$ cat src/design/gda_pkg.sv
// Shared types, constants and calendar functions for the Gregorian date adder.
package gda_pkg;

  localparam int unsigned YEAR_W  = 16;
  localparam int unsigned MONTH_W = 4;
  localparam int unsigned DAY_W   = 5;
  localparam int unsigned MODE_W  = 3;
  localparam int unsigned COUNT_W = 10;
  localparam int unsigned DOY_W   = 9;
  localparam int unsigned STEPS_W = 17;  // 1023 * 120 fits
  localparam int unsigned M25_W   = 5;
  localparam int unsigned QUO_W   = 12;  // 65535 / 25 fits

  // floor(y * RECIP25 / 2^16) is y/25 or one less for any 16-bit y
  localparam logic [QUO_W-1:0] RECIP25 = 12'd2621;
  localparam logic [M25_W-1:0] MOD25_TOP = 5'd24;

  localparam logic [MODE_W-1:0] MODE_DAY    = 3'd0;
  localparam logic [MODE_W-1:0] MODE_WEEK   = 3'd1;
  localparam logic [MODE_W-1:0] MODE_MONTH  = 3'd2;
  localparam logic [MODE_W-1:0] MODE_YEAR   = 3'd3;
  localparam logic [MODE_W-1:0] MODE_DECADE = 3'd4;

  localparam logic [MONTH_W-1:0] MONTH_JAN = 4'd1;
  localparam logic [MONTH_W-1:0] MONTH_FEB = 4'd2;
  localparam logic [MONTH_W-1:0] MONTH_DEC = 4'd12;

  typedef enum logic [2:0] {
    ST_IDLE,
    ST_DIV,
    ST_MOD,
    ST_CHECK,
    ST_RUN,
    ST_DONE
  } gda_state_e;

  typedef struct packed {
    logic load;    // capture request fields
    logic calc_q;  // register year / 25 estimate
    logic calc_r;  // register year mod 25
    logic arm;     // latch validity, load step counter
    logic step;    // one day or month step
  } gda_cmd_t;

  typedef struct packed {
    logic bad;       // start date impossible
    logic no_steps;  // nothing to iterate
    logic last;      // this step is the final one
  } gda_sts_t;

  // leap: divisible by 4, and not by 25 unless also by 16
  function automatic logic gda_leap(logic [YEAR_W-1:0] y, logic [M25_W-1:0] m25);
    return (y[1:0] == 2'd0) && ((m25 != '0) || (y[3:0] == 4'd0));
  endfunction

  function automatic logic [DAY_W-1:0] gda_month_len(logic [MONTH_W-1:0] m, logic leap);
    logic [DAY_W-1:0] len;
    case (m)
      4'd1, 4'd3, 4'd5, 4'd7, 4'd8, 4'd10, 4'd12: len = 5'd31;
      4'd4, 4'd6, 4'd9, 4'd11:                    len = 5'd30;
      4'd2:    len = leap ? 5'd29 : 5'd28;
      default: len = 5'd0;
    endcase
    return len;
  endfunction

  // days before the first of month m in a common year
  function automatic logic [DOY_W-1:0] gda_days_before(logic [MONTH_W-1:0] m);
    logic [DOY_W-1:0] sum;
    case (m)
      4'd1:    sum = 9'd0;
      4'd2:    sum = 9'd31;
      4'd3:    sum = 9'd59;
      4'd4:    sum = 9'd90;
      4'd5:    sum = 9'd120;
      4'd6:    sum = 9'd151;
      4'd7:    sum = 9'd181;
      4'd8:    sum = 9'd212;
      4'd9:    sum = 9'd243;
      4'd10:   sum = 9'd273;
      4'd11:   sum = 9'd304;
      4'd12:   sum = 9'd334;
      default: sum = 9'd0;
    endcase
    return sum;
  endfunction

endpackage

$ cat src/design/gda_if.sv
// Valid/ready channel interfaces for requests and results of the date adder.
interface gda_req_if;
  logic                         valid;
  logic                         ready;
  logic [gda_pkg::YEAR_W-1:0]   start_year;
  logic [gda_pkg::MONTH_W-1:0]  start_month;
  logic [gda_pkg::DAY_W-1:0]    start_day;
  logic [gda_pkg::MODE_W-1:0]   mode;
  logic [gda_pkg::COUNT_W-1:0]  count;

  modport source (output valid, start_year, start_month, start_day, mode, count,
                  input ready);
  modport sink   (input valid, start_year, start_month, start_day, mode, count,
                  output ready);
endinterface

interface gda_rsp_if;
  logic                         valid;
  logic                         ready;
  logic [gda_pkg::YEAR_W-1:0]   new_year;
  logic [gda_pkg::MONTH_W-1:0]  new_month;
  logic [gda_pkg::DAY_W-1:0]    new_day;
  logic [gda_pkg::DOY_W-1:0]    day_of_year;
  logic                         bad_date;
  logic                         year_overflow;

  modport source (output valid, new_year, new_month, new_day, day_of_year, bad_date,
                  year_overflow, input ready);
  modport sink   (input valid, new_year, new_month, new_day, day_of_year, bad_date,
                  year_overflow, output ready);
endinterface

$ cat src/design/gda_ctrl.sv
// Controller state machine: sequences load, mod-25 setup, check and stepping.
module gda_ctrl (
  input  logic              clk_i,
  input  logic              rst_ni,
  input  logic              in_valid_i,
  output logic              in_ready_o,
  output logic              out_valid_o,
  input  logic              out_ready_i,
  output gda_pkg::gda_cmd_t cmd_o,
  input  gda_pkg::gda_sts_t sts_i
);

  gda_pkg::gda_state_e state_q, state_d;

  always_ff @(posedge clk_i or negedge rst_ni) begin
    if (!rst_ni) begin
      state_q <= gda_pkg::ST_IDLE;
    end else begin
      state_q <= state_d;
    end
  end

  always_comb begin
    state_d     = state_q;
    cmd_o       = '0;
    in_ready_o  = 1'b0;
    out_valid_o = 1'b0;
    case (state_q)
      gda_pkg::ST_IDLE: begin
        in_ready_o = 1'b1;
        if (in_valid_i) begin
          cmd_o.load = 1'b1;
          state_d    = gda_pkg::ST_DIV;
        end
      end
      gda_pkg::ST_DIV: begin
        cmd_o.calc_q = 1'b1;
        state_d      = gda_pkg::ST_MOD;
      end
      gda_pkg::ST_MOD: begin
        cmd_o.calc_r = 1'b1;
        state_d      = gda_pkg::ST_CHECK;
      end
      gda_pkg::ST_CHECK: begin
        cmd_o.arm = 1'b1;
        if (sts_i.bad || sts_i.no_steps) begin
          state_d = gda_pkg::ST_DONE;
        end else begin
          state_d = gda_pkg::ST_RUN;
        end
      end
      gda_pkg::ST_RUN: begin
        cmd_o.step = 1'b1;
        if (sts_i.last) begin
          state_d = gda_pkg::ST_DONE;
        end
      end
      gda_pkg::ST_DONE: begin
        out_valid_o = 1'b1;
        if (out_ready_i) begin
          state_d = gda_pkg::ST_IDLE;
        end
      end
      default: begin
        state_d = gda_pkg::ST_IDLE;
      end
    endcase
  end

endmodule

$ cat src/design/gda_dp.sv
// Datapath: date registers, year mod 25 tracking, day/month step and ordinal day.
module gda_dp (
  input  logic                         clk_i,
  input  gda_pkg::gda_cmd_t            cmd_i,
  output gda_pkg::gda_sts_t            sts_o,
  input  logic [gda_pkg::YEAR_W-1:0]   start_year_i,
  input  logic [gda_pkg::MONTH_W-1:0]  start_month_i,
  input  logic [gda_pkg::DAY_W-1:0]    start_day_i,
  input  logic [gda_pkg::MODE_W-1:0]   mode_i,
  input  logic [gda_pkg::COUNT_W-1:0]  count_i,
  output logic [gda_pkg::YEAR_W-1:0]   new_year_o,
  output logic [gda_pkg::MONTH_W-1:0]  new_month_o,
  output logic [gda_pkg::DAY_W-1:0]    new_day_o,
  output logic [gda_pkg::DOY_W-1:0]    day_of_year_o,
  output logic                         bad_date_o,
  output logic                         year_overflow_o
);

  logic [gda_pkg::YEAR_W-1:0]  y_q;
  logic [gda_pkg::MONTH_W-1:0] m_q;
  logic [gda_pkg::DAY_W-1:0]   d_q;
  logic                        ovf_q;
  logic                        bad_q;
  logic [gda_pkg::MODE_W-1:0]  mode_q;
  logic [gda_pkg::COUNT_W-1:0] count_q;
  logic [gda_pkg::QUO_W-1:0]   quo_q;
  logic [gda_pkg::M25_W-1:0]   m25_q;
  logic [gda_pkg::STEPS_W-1:0] rem_q;
  logic                        by_day_q;

  // mod 25 setup
  logic [gda_pkg::YEAR_W+gda_pkg::QUO_W-1:0] prod;
  logic [gda_pkg::YEAR_W-1:0]                q16;
  logic [gda_pkg::YEAR_W-1:0]                rdiff;
  logic [5:0]                                r6;
  logic [gda_pkg::M25_W-1:0]                 r25;

  assign prod  = (gda_pkg::YEAR_W+gda_pkg::QUO_W)'(y_q)
               * (gda_pkg::YEAR_W+gda_pkg::QUO_W)'(gda_pkg::RECIP25);
  assign q16   = gda_pkg::YEAR_W'(quo_q);
  assign rdiff = y_q - ((q16 << 4) + (q16 << 3) + q16);
  assign r6    = rdiff[5:0];
  assign r25   = (r6 >= 6'd25) ? gda_pkg::M25_W'(r6 - 6'd25) : r6[4:0];

  // step count per unit
  logic [gda_pkg::STEPS_W-1:0] c17, steps;
  logic                        by_day;

  assign c17 = gda_pkg::STEPS_W'(count_q);

  always_comb begin
    by_day = 1'b1;
    case (mode_q)
      gda_pkg::MODE_DAY:    steps = c17;
      gda_pkg::MODE_WEEK:   steps = (c17 << 3) - c17;
      gda_pkg::MODE_MONTH: begin
        steps  = c17;
        by_day = 1'b0;
      end
      gda_pkg::MODE_YEAR: begin
        steps  = (c17 << 3) + (c17 << 2);
        by_day = 1'b0;
      end
      gda_pkg::MODE_DECADE: begin
        steps  = (c17 << 7) - (c17 << 3);
        by_day = 1'b0;
      end
      default: steps = '0;
    endcase
  end

  // current date facts
  logic                      leap_cur;
  logic [gda_pkg::DAY_W-1:0] len_cur;
  logic                      at_month_end;
  logic                      is_dec;

  assign leap_cur     = gda_pkg::gda_leap(y_q, m25_q);
  assign len_cur      = gda_pkg::gda_month_len(m_q, leap_cur);
  assign at_month_end = (d_q == len_cur);
  assign is_dec       = (m_q == gda_pkg::MONTH_DEC);

  // next date
  logic                        roll_month;
  logic [gda_pkg::YEAR_W-1:0]  y_n;
  logic [gda_pkg::M25_W-1:0]   m25_n;
  logic                        ovf_n;
  logic [gda_pkg::MONTH_W-1:0] m_inc;
  logic [gda_pkg::DAY_W-1:0]   len_n;
  logic [gda_pkg::DAY_W-1:0]   d_n;

  assign roll_month = !by_day_q || at_month_end;
  assign m_inc      = is_dec ? gda_pkg::MONTH_JAN : m_q + 4'd1;

  always_comb begin
    y_n   = y_q;
    m25_n = m25_q;
    ovf_n = ovf_q;
    if (roll_month && is_dec) begin
      if (y_q == '1) begin
        y_n   = '0;
        m25_n = '0;
        ovf_n = 1'b1;
      end else begin
        y_n   = y_q + 16'd1;
        m25_n = (m25_q == gda_pkg::MOD25_TOP) ? '0 : m25_q + 5'd1;
      end
    end
  end

  assign len_n = gda_pkg::gda_month_len(m_inc, gda_pkg::gda_leap(y_n, m25_n));

  always_comb begin
    if (by_day_q) begin
      d_n = at_month_end ? 5'd1 : d_q + 5'd1;
    end else begin
      d_n = (d_q > len_n) ? len_n : d_q;
    end
  end

  always_ff @(posedge clk_i) begin
    if (cmd_i.load) begin
      y_q     <= start_year_i;
      m_q     <= start_month_i;
      d_q     <= start_day_i;
      mode_q  <= mode_i;
      count_q <= count_i;
      ovf_q   <= 1'b0;
    end
    if (cmd_i.calc_q) begin
      quo_q <= prod[gda_pkg::YEAR_W +: gda_pkg::QUO_W];
    end
    if (cmd_i.calc_r) begin
      m25_q <= r25;
    end
    if (cmd_i.arm) begin
      bad_q    <= sts_o.bad;
      rem_q    <= steps;
      by_day_q <= by_day;
    end
    if (cmd_i.step) begin
      y_q   <= y_n;
      m25_q <= m25_n;
      ovf_q <= ovf_n;
      m_q   <= roll_month ? m_inc : m_q;
      d_q   <= d_n;
      rem_q <= rem_q - 17'd1;
    end
  end

  assign sts_o.bad      = (m_q == '0) || (m_q > gda_pkg::MONTH_DEC) || (d_q == '0)
                        || (d_q > len_cur);
  assign sts_o.no_steps = (steps == '0);
  assign sts_o.last     = (rem_q == 17'd1);

  assign new_year_o      = y_q;
  assign new_month_o     = m_q;
  assign new_day_o       = d_q;
  assign bad_date_o      = bad_q;
  assign year_overflow_o = ovf_q && !bad_q;
  assign day_of_year_o   = bad_q ? '0
                         : gda_pkg::gda_days_before(m_q) + gda_pkg::DOY_W'(d_q)
                           + gda_pkg::DOY_W'(leap_cur && (m_q > gda_pkg::MONTH_FEB));

endmodule

$ cat src/design/gregorian_date_adder_top.sv
// Top level of the Gregorian date adder: controller plus datapath.
// Sequence: the request is loaded, then the year/25 estimate, year mod 25 and the date check are
// registered, then the run state steps; steps are count for day and month, 7*count for week,
// 12*count for year, 120*count for decade, done by the single day/month step unit.
// Throughput: one request at a time; the next is taken once the result is taken.
// Reset: rst_ni clears the controller to idle with no result pending.
module gregorian_date_adder_top (
  input  logic     clk_i,
  input  logic     rst_ni,
  gda_req_if.sink  req_i,
  gda_rsp_if.source rsp_o
);

  gda_pkg::gda_cmd_t cmd;
  gda_pkg::gda_sts_t sts;

  gda_ctrl u_ctrl (
    .clk_i       (clk_i),
    .rst_ni      (rst_ni),
    .in_valid_i  (req_i.valid),
    .in_ready_o  (req_i.ready),
    .out_valid_o (rsp_o.valid),
    .out_ready_i (rsp_o.ready),
    .cmd_o       (cmd),
    .sts_i       (sts)
  );

  gda_dp u_dp (
    .clk_i           (clk_i),
    .cmd_i           (cmd),
    .sts_o           (sts),
    .start_year_i    (req_i.start_year),
    .start_month_i   (req_i.start_month),
    .start_day_i     (req_i.start_day),
    .mode_i          (req_i.mode),
    .count_i         (req_i.count),
    .new_year_o      (rsp_o.new_year),
    .new_month_o     (rsp_o.new_month),
    .new_day_o       (rsp_o.new_day),
    .day_of_year_o   (rsp_o.day_of_year),
    .bad_date_o      (rsp_o.bad_date),
    .year_overflow_o (rsp_o.year_overflow)
  );

endmodule

$ cat src/flat_wrapper.sv
// flat-port wrapper written by rule: the top's interface ports become plain ports
module gregorian_date_adder_top_flat 
  (clk_i, rst_ni, req_i_valid, req_i_start_year, req_i_start_month, req_i_start_day, req_i_mode, req_i_count, req_i_ready, rsp_o_valid, rsp_o_new_year, rsp_o_new_month, rsp_o_new_day, rsp_o_day_of_year, rsp_o_bad_date, rsp_o_year_overflow, rsp_o_ready);
  gda_req_if req_i_i ();
  gda_rsp_if rsp_o_i ();
  input  logic clk_i;
  input  logic rst_ni;
  input wire logic [$bits(req_i_i.valid)-1:0] req_i_valid;
  input wire logic [$bits(req_i_i.start_year)-1:0] req_i_start_year;
  input wire logic [$bits(req_i_i.start_month)-1:0] req_i_start_month;
  input wire logic [$bits(req_i_i.start_day)-1:0] req_i_start_day;
  input wire logic [$bits(req_i_i.mode)-1:0] req_i_mode;
  input wire logic [$bits(req_i_i.count)-1:0] req_i_count;
  output wire logic [$bits(req_i_i.ready)-1:0] req_i_ready;
  output wire logic [$bits(rsp_o_i.valid)-1:0] rsp_o_valid;
  output wire logic [$bits(rsp_o_i.new_year)-1:0] rsp_o_new_year;
  output wire logic [$bits(rsp_o_i.new_month)-1:0] rsp_o_new_month;
  output wire logic [$bits(rsp_o_i.new_day)-1:0] rsp_o_new_day;
  output wire logic [$bits(rsp_o_i.day_of_year)-1:0] rsp_o_day_of_year;
  output wire logic [$bits(rsp_o_i.bad_date)-1:0] rsp_o_bad_date;
  output wire logic [$bits(rsp_o_i.year_overflow)-1:0] rsp_o_year_overflow;
  input wire logic [$bits(rsp_o_i.ready)-1:0] rsp_o_ready;
  assign req_i_i.valid = req_i_valid;
  assign req_i_i.start_year = req_i_start_year;
  assign req_i_i.start_month = req_i_start_month;
  assign req_i_i.start_day = req_i_start_day;
  assign req_i_i.mode = req_i_mode;
  assign req_i_i.count = req_i_count;
  assign req_i_ready = req_i_i.ready;
  assign rsp_o_valid = rsp_o_i.valid;
  assign rsp_o_new_year = rsp_o_i.new_year;
  assign rsp_o_new_month = rsp_o_i.new_month;
  assign rsp_o_new_day = rsp_o_i.new_day;
  assign rsp_o_day_of_year = rsp_o_i.day_of_year;
  assign rsp_o_bad_date = rsp_o_i.bad_date;
  assign rsp_o_year_overflow = rsp_o_i.year_overflow;
  assign rsp_o_i.ready = rsp_o_ready;
  gregorian_date_adder_top u_core (.clk_i(clk_i), .rst_ni(rst_ni), .req_i(req_i_i), .rsp_o(rsp_o_i));
endmodule
$ cat config.mk
export PLATFORM = sky130hd
export DESIGN_NAME = gregorian_date_adder_top_flat
export DESIGN_NICKNAME = d
export VERILOG_FILES = /design/src/design/gda_pkg.sv /design/src/design/gda_if.sv /design/src/design/gda_ctrl.sv /design/src/design/gda_dp.sv /design/src/design/gregorian_date_adder_top.sv /design/src/flat_wrapper.sv
export SDC_FILE = /design/constraint.sdc
export NUM_CORES = 1
export LEC_CHECK = 0
export ABC_AREA = 1
export BUFFER_PORTS_ARGS = -buffer_cell sky130_fd_sc_hd__buf_4
export CORE_ASPECT_RATIO = 0.75
export CORE_MARGIN = 2
export CORE_UTILIZATION = 45
export CTS_BUF_LIST = sky130_fd_sc_hd__clkbuf_4 sky130_fd_sc_hd__clkbuf_8 sky130_fd_sc_hd__clkbuf_16
export DETAILED_ROUTE_END_ITERATION = 10
export GPL_TIMING_DRIVEN = 0
export PLACE_DENSITY = 0.65
export SYNTH_ARGS = -nofsm -noshare
export SYNTH_HDL_FRONTEND = slang
export SYNTH_SLANG_ARGS = --single-unit
export TNS_END_PERCENT = 5
$ cat constraint.sdc
create_clock -name clk_i -period 4.1 [get_ports clk_i]
set_clock_uncertainty 0.2 [all_clocks]
set_input_delay 0.41 -clock clk_i [delete_from_list [all_inputs] [get_ports clk_i]]
set_output_delay 0.41 -clock clk_i [all_outputs]
set_load 0.03 [all_outputs]
Word level (Yosys, flattened, before mapping)
Memory sizes are Yosys's and may differ from the RTL's. A register that Yosys moved wholly into a read port is not among the register bits. Cells that the tools add are included.

Output and inout port bits: 38. Memories kept: 1. Memory bits (read-only): 144. Register bits: 72. Input bits: 42. Word-level logic and storage cells: 163.

$lt $le $gt $ge: 5. Add/sub/neg operators: 14. Equality and inequality tests: 44. $mul: 1. Muxes and demuxes: 46. Reductions and logical operators: 39.

Memory list: (name not given) (depth 16, width 9, read ports 1, clocked after Yosys merged registers in 1, wr ports 0, line gda_pkg.sv:70) `case (m)`.

Operators with widths (count): 17-bit one-hot mux with 4 select lines (1); 16-bit two-way mux (4); 5-bit two-way mux (11); 4-bit equality test (second input constant) (10); 17-bit two-way mux (2); 4-bit by 3-bit equality test with 1-bit output (second input constant) (8); 5-bit one-hot mux with 3 select lines (2); 16-bit by 12-bit multiplier with 22-bit output (second input constant) (1); 4-bit two-way mux (5); 3-bit one-hot mux with 6 select lines (1); 17-bit by 1-bit equality test with 1-bit output (second input constant) (1); 17-bit zero test (1); 17-bit by 1-bit subtractor with 17-bit output (second input constant) (1); 17-bit by 13-bit subtractor with 17-bit output (1); 16-bit by 1-bit adder with 16-bit output (second input constant) (1); 16-bit equality test (second input constant) (1); 4-bit by 2-bit equality test with 1-bit output (second input constant) (4); 1-bit two-way mux (16); 13-bit by 12-bit adder with 14-bit output (1); 7-bit OR reduction (2); 13-bit by 10-bit subtractor with 14-bit output (1); 6-bit adder (2); 3-bit by 2-bit equality test with 1-bit output (second input constant) (4); 4-bit zero test (3); other kinds (33) (65).

Longest topological paths before layout
Word-level depth: 18. Depth in mapped cells: 28. Depth with buffers taken out: 28.

By module
A second synthesis with hierarchy kept.

Cells, all modules: 1387. Area, all modules: 10686.5 µm².

Modules (own cells, without submodules): gda_dp (sequential area each 2252.2 µm², area an instance 10456.3 µm², cells each 1352, times used 1); gda_ctrl (sequential area each 75.1 µm², area an instance 230.2 µm², cells each 35, times used 1).

Least setup slack after synthesis
Ideal clock, no wire load.

Path type: register to register. Start: register u_core.u_dp.y_q (netlist bit u_core.u_dp.new_year_o[2]). End: register u_core.u_dp.quo_q[0] (netlist name), data pin. Setup slack: -0.575 ns. Data required time: 3.640 ns. Period minus slack after synthesis: 4.675 ns. Path buffers: 0. Cell stages (with the launch flop): 20. Setup time: 0.260 ns. Arrival: 4.215 ns. Cells stage by stage: edfxtp_1 > inv_1 > fa_1 > inv_1 > ha_1 > inv_1 > fa_1 > inv_1 > ha_1 > inv_1 > fa_1 > inv_1 > ha_1 > a21oi_1 > o21ai_0 > a21o_1 > nand2_1 > a21boi_0 > or2_2 > xor2_1.

Word-level cells in the longest chain between the ends: 1.

Ends and longest elaborated chain: start: declaration (line gda_dp.sv:19) `logic [gda_pkg::YEAR_W-1:0] y_q;`; start signal: assignment (line gda_dp.sv:123) `y_q <= start_year_i;`; start signal: assignment (line gda_dp.sv:142) `y_q <= y_n;`; 16-bit by 12-bit multiplier with 22-bit output (line gda_dp.sv:39) `* (gda_pkg::YEAR_W+gda_pkg::QUO_W)'(gda_pkg::RECIP25);`; named net u_core.u_dp.prod, one bit (line gda_dp.sv:32) `logic [gda_pkg::YEAR_W+gda_pkg::QUO_W-1:0] prod;`; end signal: assignment (line gda_dp.sv:131) `quo_q <= prod[gda_pkg::YEAR_W +: gda_pkg::QUO_W];`; end: declaration (line gda_dp.sv:26) `logic [gda_pkg::QUO_W-1:0] quo_q;`.

The timed path passes the listed nets, and every way through them passes these cells. A chain may end at the register's enable or synchronous reset.

Worst setup path after layout
Start: register u_core.u_dp.m_q (netlist bit u_core.u_dp.new_month_o[0]). End: register u_core.u_dp.d_q (netlist bit u_core.u_dp.new_day_o[2]), enable pin.

Word-level cells in the longest chain between the ends: 15. Elaborated cells between the ends (all ways): 46. Those cells by class: add/sub (1); order compare (1); eq/ne (26); mux (6); reduce/logical (12).

Ends and longest elaborated chain: start: declaration (line gda_dp.sv:20) `logic [gda_pkg::MONTH_W-1:0] m_q;`; start signal: assignment (line gda_dp.sv:124) `m_q <= start_month_i;`; start signal: assignment (line gda_dp.sv:145) `m_q <= roll_month ? m_inc : m_q;`; 4-bit equality test, or another cell as far along (line gda_pkg.sv:58, gda_dp.sv:81); 7-bit OR reduction or 4-bit OR reduction (tied branches) (line gda_pkg.sv:58) `case (m)`; 5-bit one-hot mux with 3 select lines (line gda_pkg.sv:58); 5-bit equality test (line gda_dp.sv:80) `assign at_month_end = (d_q == len_cur);`; 1-bit logical OR (line gda_dp.sv:92) `assign roll_month = !by_day_q || at_month_end;`; 1-bit logical AND (line gda_dp.sv:99) `if (roll_month && is_dec) begin`; 5-bit two-way mux or 16-bit two-way mux (tied branches) (line gda_dp.sv:99); 5-bit nonzero test or 4-bit zero test (tied branches) (line gda_pkg.sv:53) `return (y[1:0] == 2'd0) && ((m25 != '0) || (y[3:0] == 4'd0));`; 1-bit logical OR (line gda_pkg.sv:53); 1-bit logical AND (line gda_pkg.sv:53); 1-bit two-way mux (line gda_pkg.sv:61) `4'd2: len = leap ? 5'd29 : 5'd28;`; 5-bit one-hot mux with 3 select lines (*) (line gda_pkg.sv:58); 5-bit greater-than comparator (*) (line gda_dp.sv:117) `d_n = (d_q > len_n) ? len_n : d_q;`; 3-bit inequality test (no source line) (*); 2-bit AND reduction (no source line) (*); end signal: assignment (line gda_dp.sv:125) `d_q <= start_day_i;`; end signal: assignment (line gda_dp.sv:146) `d_q <= d_n;`; end: declaration (line gda_dp.sv:21) `logic [gda_pkg::DAY_W-1:0] d_q;`.

Mark *: on every way between the ends. The rest lies on a longest branch, timed or not. The select of a mux whose other input is x is not followed.

==> results by stage <==
GRT:
- The first global-routing pass estimated between 40000 and 50000 um of wire.
- The largest net degree at the start of global routing is 18.
- Across every metal layer, demand over resource in global routing totals 0.2305.
- The number of global-route vias before repair was 8897.
- The initial antenna violation count is 0.
- The total global routing overflow is 0.

Detailed routing:
- The number of antenna-violating nets in the routed design is 0.
- The number of vias after detailed routing is 9266.
- After detailed routing, the average wire length per cell comes to 15.62 um.
- The first TritonRoute pass finished after 5 iterations.
- The violation count after the first detailed-routing iteration is 707.
- For this run, design rule violations remaining after detail routing come to 0.
- After detailed routing, the number of vias per cell comes to 5.177.
- The routed design has 27950 um of wire.

Worst setup path:
- The worst register-to-register path begins at u_core.u_dp.new_month_o[0].
- The register-to-register path setup slack is -0.45 ns.
- The type of the worst setup path is flop to flop.
- STA classifies the critical path startpoint as a flop.
- At the worst endpoint, the required time is 3.94 ns.
- STA puts the critical path data arrival time at 4.39 ns.
- The largest driver fanout on the critical path is 5.
- The worst setup path is captured at a flop.
- Tracing the worst setup path back leads to its startpoint at u_core.u_dp.new_month_o[0].

Hold path:
- The type of the most critical hold path is input pin to flop.
- In this run the most critical hold path is launched from req_i_mode[0].

Floorplan:
- For this configuration, the core starts out at a cell density of 0.4575.
- 80 I/O pins were placed.
- The number of placement rows is 48.
- The region available for standard cell placement spans 22940 sq um.
- The floorplan step defined a die boundary enclosing 24580 sq um.
- The die is ~140 um tall.
- From left edge to right edge, the die measures 180.4 um.

Status:
- The flow ran to the end, but the final reports show violations.
- The checks that failed: negative setup slack.

Place:
- Port buffering added 79 buffers.
- At the end of routability-driven placement, the weighted congestion stood at 0.9358.
- The detailed placement HPWL is 21810 um.
- In this run the cell area measured after placement is between 10000 and 15000 sq um.
- The number of placed instances, taps included, is around 1700.

Logic synthesis:
- Ranked by instance count, the synthesized netlist is headed by 280 x sky130_fd_sc_hd__nand2_1, 235 x sky130_fd_sc_hd__inv_1, 158 x sky130_fd_sc_hd__ha_1, 120 x sky130_fd_sc_hd__nor2_1, 79 x sky130_fd_sc_hd__nand3_1.
- The async set-or-reset flop fraction in the synthesized netlist is 0.03704.
- The most area-hungry cell type in the Yosys netlist is sky130_fd_sc_hd__edfxtp_1.
- The distinct cell type count after synthesis is 59.
- The sequential area share after synthesis is 0.2217.
- The share of the synthesized area in the top cell type is 0.1974.
- The cell with the most instances after synthesis is sky130_fd_sc_hd__nand2_1.
- The leading register cell type out of synthesis is sky130_fd_sc_hd__edfxtp_1.
- Counting flops and latches in the post-synthesis netlist gives 81.
- Synthesis produced a netlist with a net count of 1615.
- Yosys attributes the largest share of cell area to sky130_fd_sc_hd__edfxtp_1 20%, sky130_fd_sc_hd__ha_1 19%, sky130_fd_sc_hd__fa_1 12%.
- The average instance area after synthesis is 7.775 sq um.
- The count of yosys warnings during synthesis is 0.
- Synthesis handed over a netlist of 1350 instances.
- Counting flops with a built-in enable in the synthesized netlist gives 69.
- The post-synthesis cell area is around 10000 sq um.

Clock tree:
- After clock tree synthesis, the clock-pin slew on the worst setup and hold paths is around 0.07 ns.
- The H-tree level count is 3.
- The clock root buffer master is sky130_fd_sc_hd__clkbuf_16.
- The deepest clock path buffer count is 2.
- The CTS sink count is 81.
- The number of clock buffers added by TritonCTS is 9.
- TritonCTS built the clock tree.
- The clock latency of the later-clocked register in the worst-skew pair is 0.35 ns.

Cells and area:
- After the last flow step, the layout net total stands at 1750.
- From synthesis to final layout, the design area changed by 20.03%.
- For this run, the share of the core covered by cells in the final layout is 0.5491.
- 0 antenna diodes ended up in the layout.
- The final instance area is 12600 sq um.
- For this run, the number of standard cells in the final layout without fillers is 1790.
- Of the cells placed in the final design, the portion with a size suffix greater than 1 is 0.1805.

STA:
- The max-slew violation count came to 0.
- In the final timing run, aggregate negative setup slack is -4.137 ns.
- The actual slew at the worst max-slew pin is 0.9997 ns.
- The setup-violating endpoint count in the final report is 11.
- Setup repair after global routing could not meet its margin everywhere.
- The share of the clock period used by the worst path after layout is 1.109.
- In the post-route analysis, the smallest setup slack over all paths is -0.4471 ns.
- The number of failing hold endpoints at the final stage is 0.
- Timing would allow up to 219.9 MHz.
- Headroom to the max-slew limit came out at 0.3284.
- For the finished layout, the period the worst path requires is ~4.5 ns.

Flow run:
- Across the run, the number of max-cap violations was 0.
==> placed cells by master (no fill, tap or decap), types with 5 or more instances in the layout <==
| master | count |
|---|---|
| sky130_fd_sc_hd__a21o_1 | 5 |
| sky130_fd_sc_hd__a21oi_1 | 39 |
| sky130_fd_sc_hd__a21oi_2 | 10 |
| sky130_fd_sc_hd__a31oi_1 | 7 |
| sky130_fd_sc_hd__buf_4 | 121 |
| sky130_fd_sc_hd__buf_6 | 7 |
| sky130_fd_sc_hd__clkbuf_1 | 8 |
| sky130_fd_sc_hd__clkbuf_16 | 11 |
| sky130_fd_sc_hd__dfxtp_1 | 9 |
| sky130_fd_sc_hd__edfxtp_1 | 69 |
| sky130_fd_sc_hd__fa_1 | 63 |
| sky130_fd_sc_hd__ha_1 | 135 |
| sky130_fd_sc_hd__ha_2 | 7 |
| sky130_fd_sc_hd__ha_4 | 16 |
| sky130_fd_sc_hd__inv_1 | 227 |
| sky130_fd_sc_hd__inv_2 | 21 |
| sky130_fd_sc_hd__nand2_1 | 274 |
| sky130_fd_sc_hd__nand2_2 | 17 |
| sky130_fd_sc_hd__nand3_1 | 77 |
| sky130_fd_sc_hd__nand3_2 | 5 |
| sky130_fd_sc_hd__nand3b_1 | 6 |
| sky130_fd_sc_hd__nand4_1 | 6 |
| sky130_fd_sc_hd__nor2_1 | 114 |
| sky130_fd_sc_hd__nor2_2 | 6 |
| sky130_fd_sc_hd__nor2_4 | 8 |
| sky130_fd_sc_hd__nor3_1 | 17 |
| sky130_fd_sc_hd__o21ai_0 | 51 |
| sky130_fd_sc_hd__o21ai_1 | 18 |
| sky130_fd_sc_hd__o21ai_2 | 10 |
| sky130_fd_sc_hd__xnor2_1 | 15 |
| sky130_fd_sc_hd__xor2_1 | 37 |
==> through the flow <==
step                      setup slack (ns)  hold slack, ns
after floorplan                    -0.3928        -0.08559
after CTS                          -0.3405         0.01015
final                              -0.4471         0.02550
after global routing               -0.7077         0.01365
after global placement              -1.130        0.004913
after detailed placement           -0.9687        0.004100
==> worst paths after layout <==
path / to / cells past startpoint
setup / recovery: u_core.u_dp.new_day_o[2] / 27
min in group asynchronous: u_core.u_ctrl.state_q[0] / 2
hold reg to reg: u_core.u_ctrl.state_q[1] / 3
setup reg to reg: u_core.u_dp.new_day_o[2] / 27
hold / removal: u_core.u_dp.mode_q[0] / 1
max in group asynchronous: u_core.u_ctrl.state_q[2] / 2
==> critical path, stage by stage (launching register included) <==
cell,delay (ns)
sky130_fd_sc_hd__edfxtp_1,0.48
sky130_fd_sc_hd__buf_6,0.17
sky130_fd_sc_hd__ha_4,0.16
sky130_fd_sc_hd__nor2_4,0.11
sky130_fd_sc_hd__inv_2,0.05
sky130_fd_sc_hd__a221oi_2,0.30
sky130_fd_sc_hd__inv_1,0.13
sky130_fd_sc_hd__nor3_4,0.28
sky130_fd_sc_hd__ha_1,0.31
sky130_fd_sc_hd__nand2_2,0.09
sky130_fd_sc_hd__nor2_4,0.04
sky130_fd_sc_hd__nand2_2,0.09
sky130_fd_sc_hd__nand2_4,0.08
sky130_fd_sc_hd__nand2_8,0.12
sky130_fd_sc_hd__buf_8,0.12
sky130_fd_sc_hd__nor3_2,0.05
sky130_fd_sc_hd__a21oi_2,0.12
sky130_fd_sc_hd__nand2_1,0.07
sky130_fd_sc_hd__nor2_1,0.10
sky130_fd_sc_hd__nand3_1,0.10
sky130_fd_sc_hd__nand2_1,0.11
sky130_fd_sc_hd__nand2_1,0.07
sky130_fd_sc_hd__ha_2,0.18
sky130_fd_sc_hd__o21bai_1,0.13
sky130_fd_sc_hd__a21oi_1,0.08
sky130_fd_sc_hd__nor2_1,0.13
sky130_fd_sc_hd__o22ai_2,0.11
sky130_fd_sc_hd__a31oi_4,0.24
==> cell type report <==
class / instances / area, sq um
Buffer: 17 / 106.4
Clock buffer: 12 / 277.8
Clock inverter: 4 / 32.53
Fill cell: 2154 / 10340
Inverter: 252 / 953.4
Multi-Input combinational cell: 1000 / 7556
Sequential cell: 81 / 2327
Tap cell: 300 / 375.4
Timing Repair Buffer: 124 / 969.7
==> layer usage <==
layer  GRT usage  wire length, um  up-vias
li1            -                -     4618
met1      0.3295            13440     4335
met2      0.3681            12600      278
met3     0.03322             1474       35
met4     0.05735              436        0
met5           0                0        -
==> timing repair <==
item / CTS / global route
gates cloned: 0 / 1
setup buffers: 34 / 8
hold buffers: 1 / 0
pin swaps: 28 / 20
gates resized for setup: 48 / 35
endpoints found under the hold margin: 3 / 0
endpoints found under the setup margin: 33 / 21
==> cells by family (layout without fill, tap and decap cells) <==
group                    count (synthesis)  in the layout  synth area share
buffers and inverters                  269            409           0.09918
XOR/XNOR                                52             52           0.04339
adder cells (fa/ha/maj)                223            223            0.3123
AND/OR/NAND/NOR                        553            553            0.2295
AO/OA/AOI/OAI                          172            172           0.09393
flip-flops                              81             81            0.2217
Power is left out: the tool's default activity adds up to more than one toggle a clock period on the data nets, which glitch-free logic cannot reach.
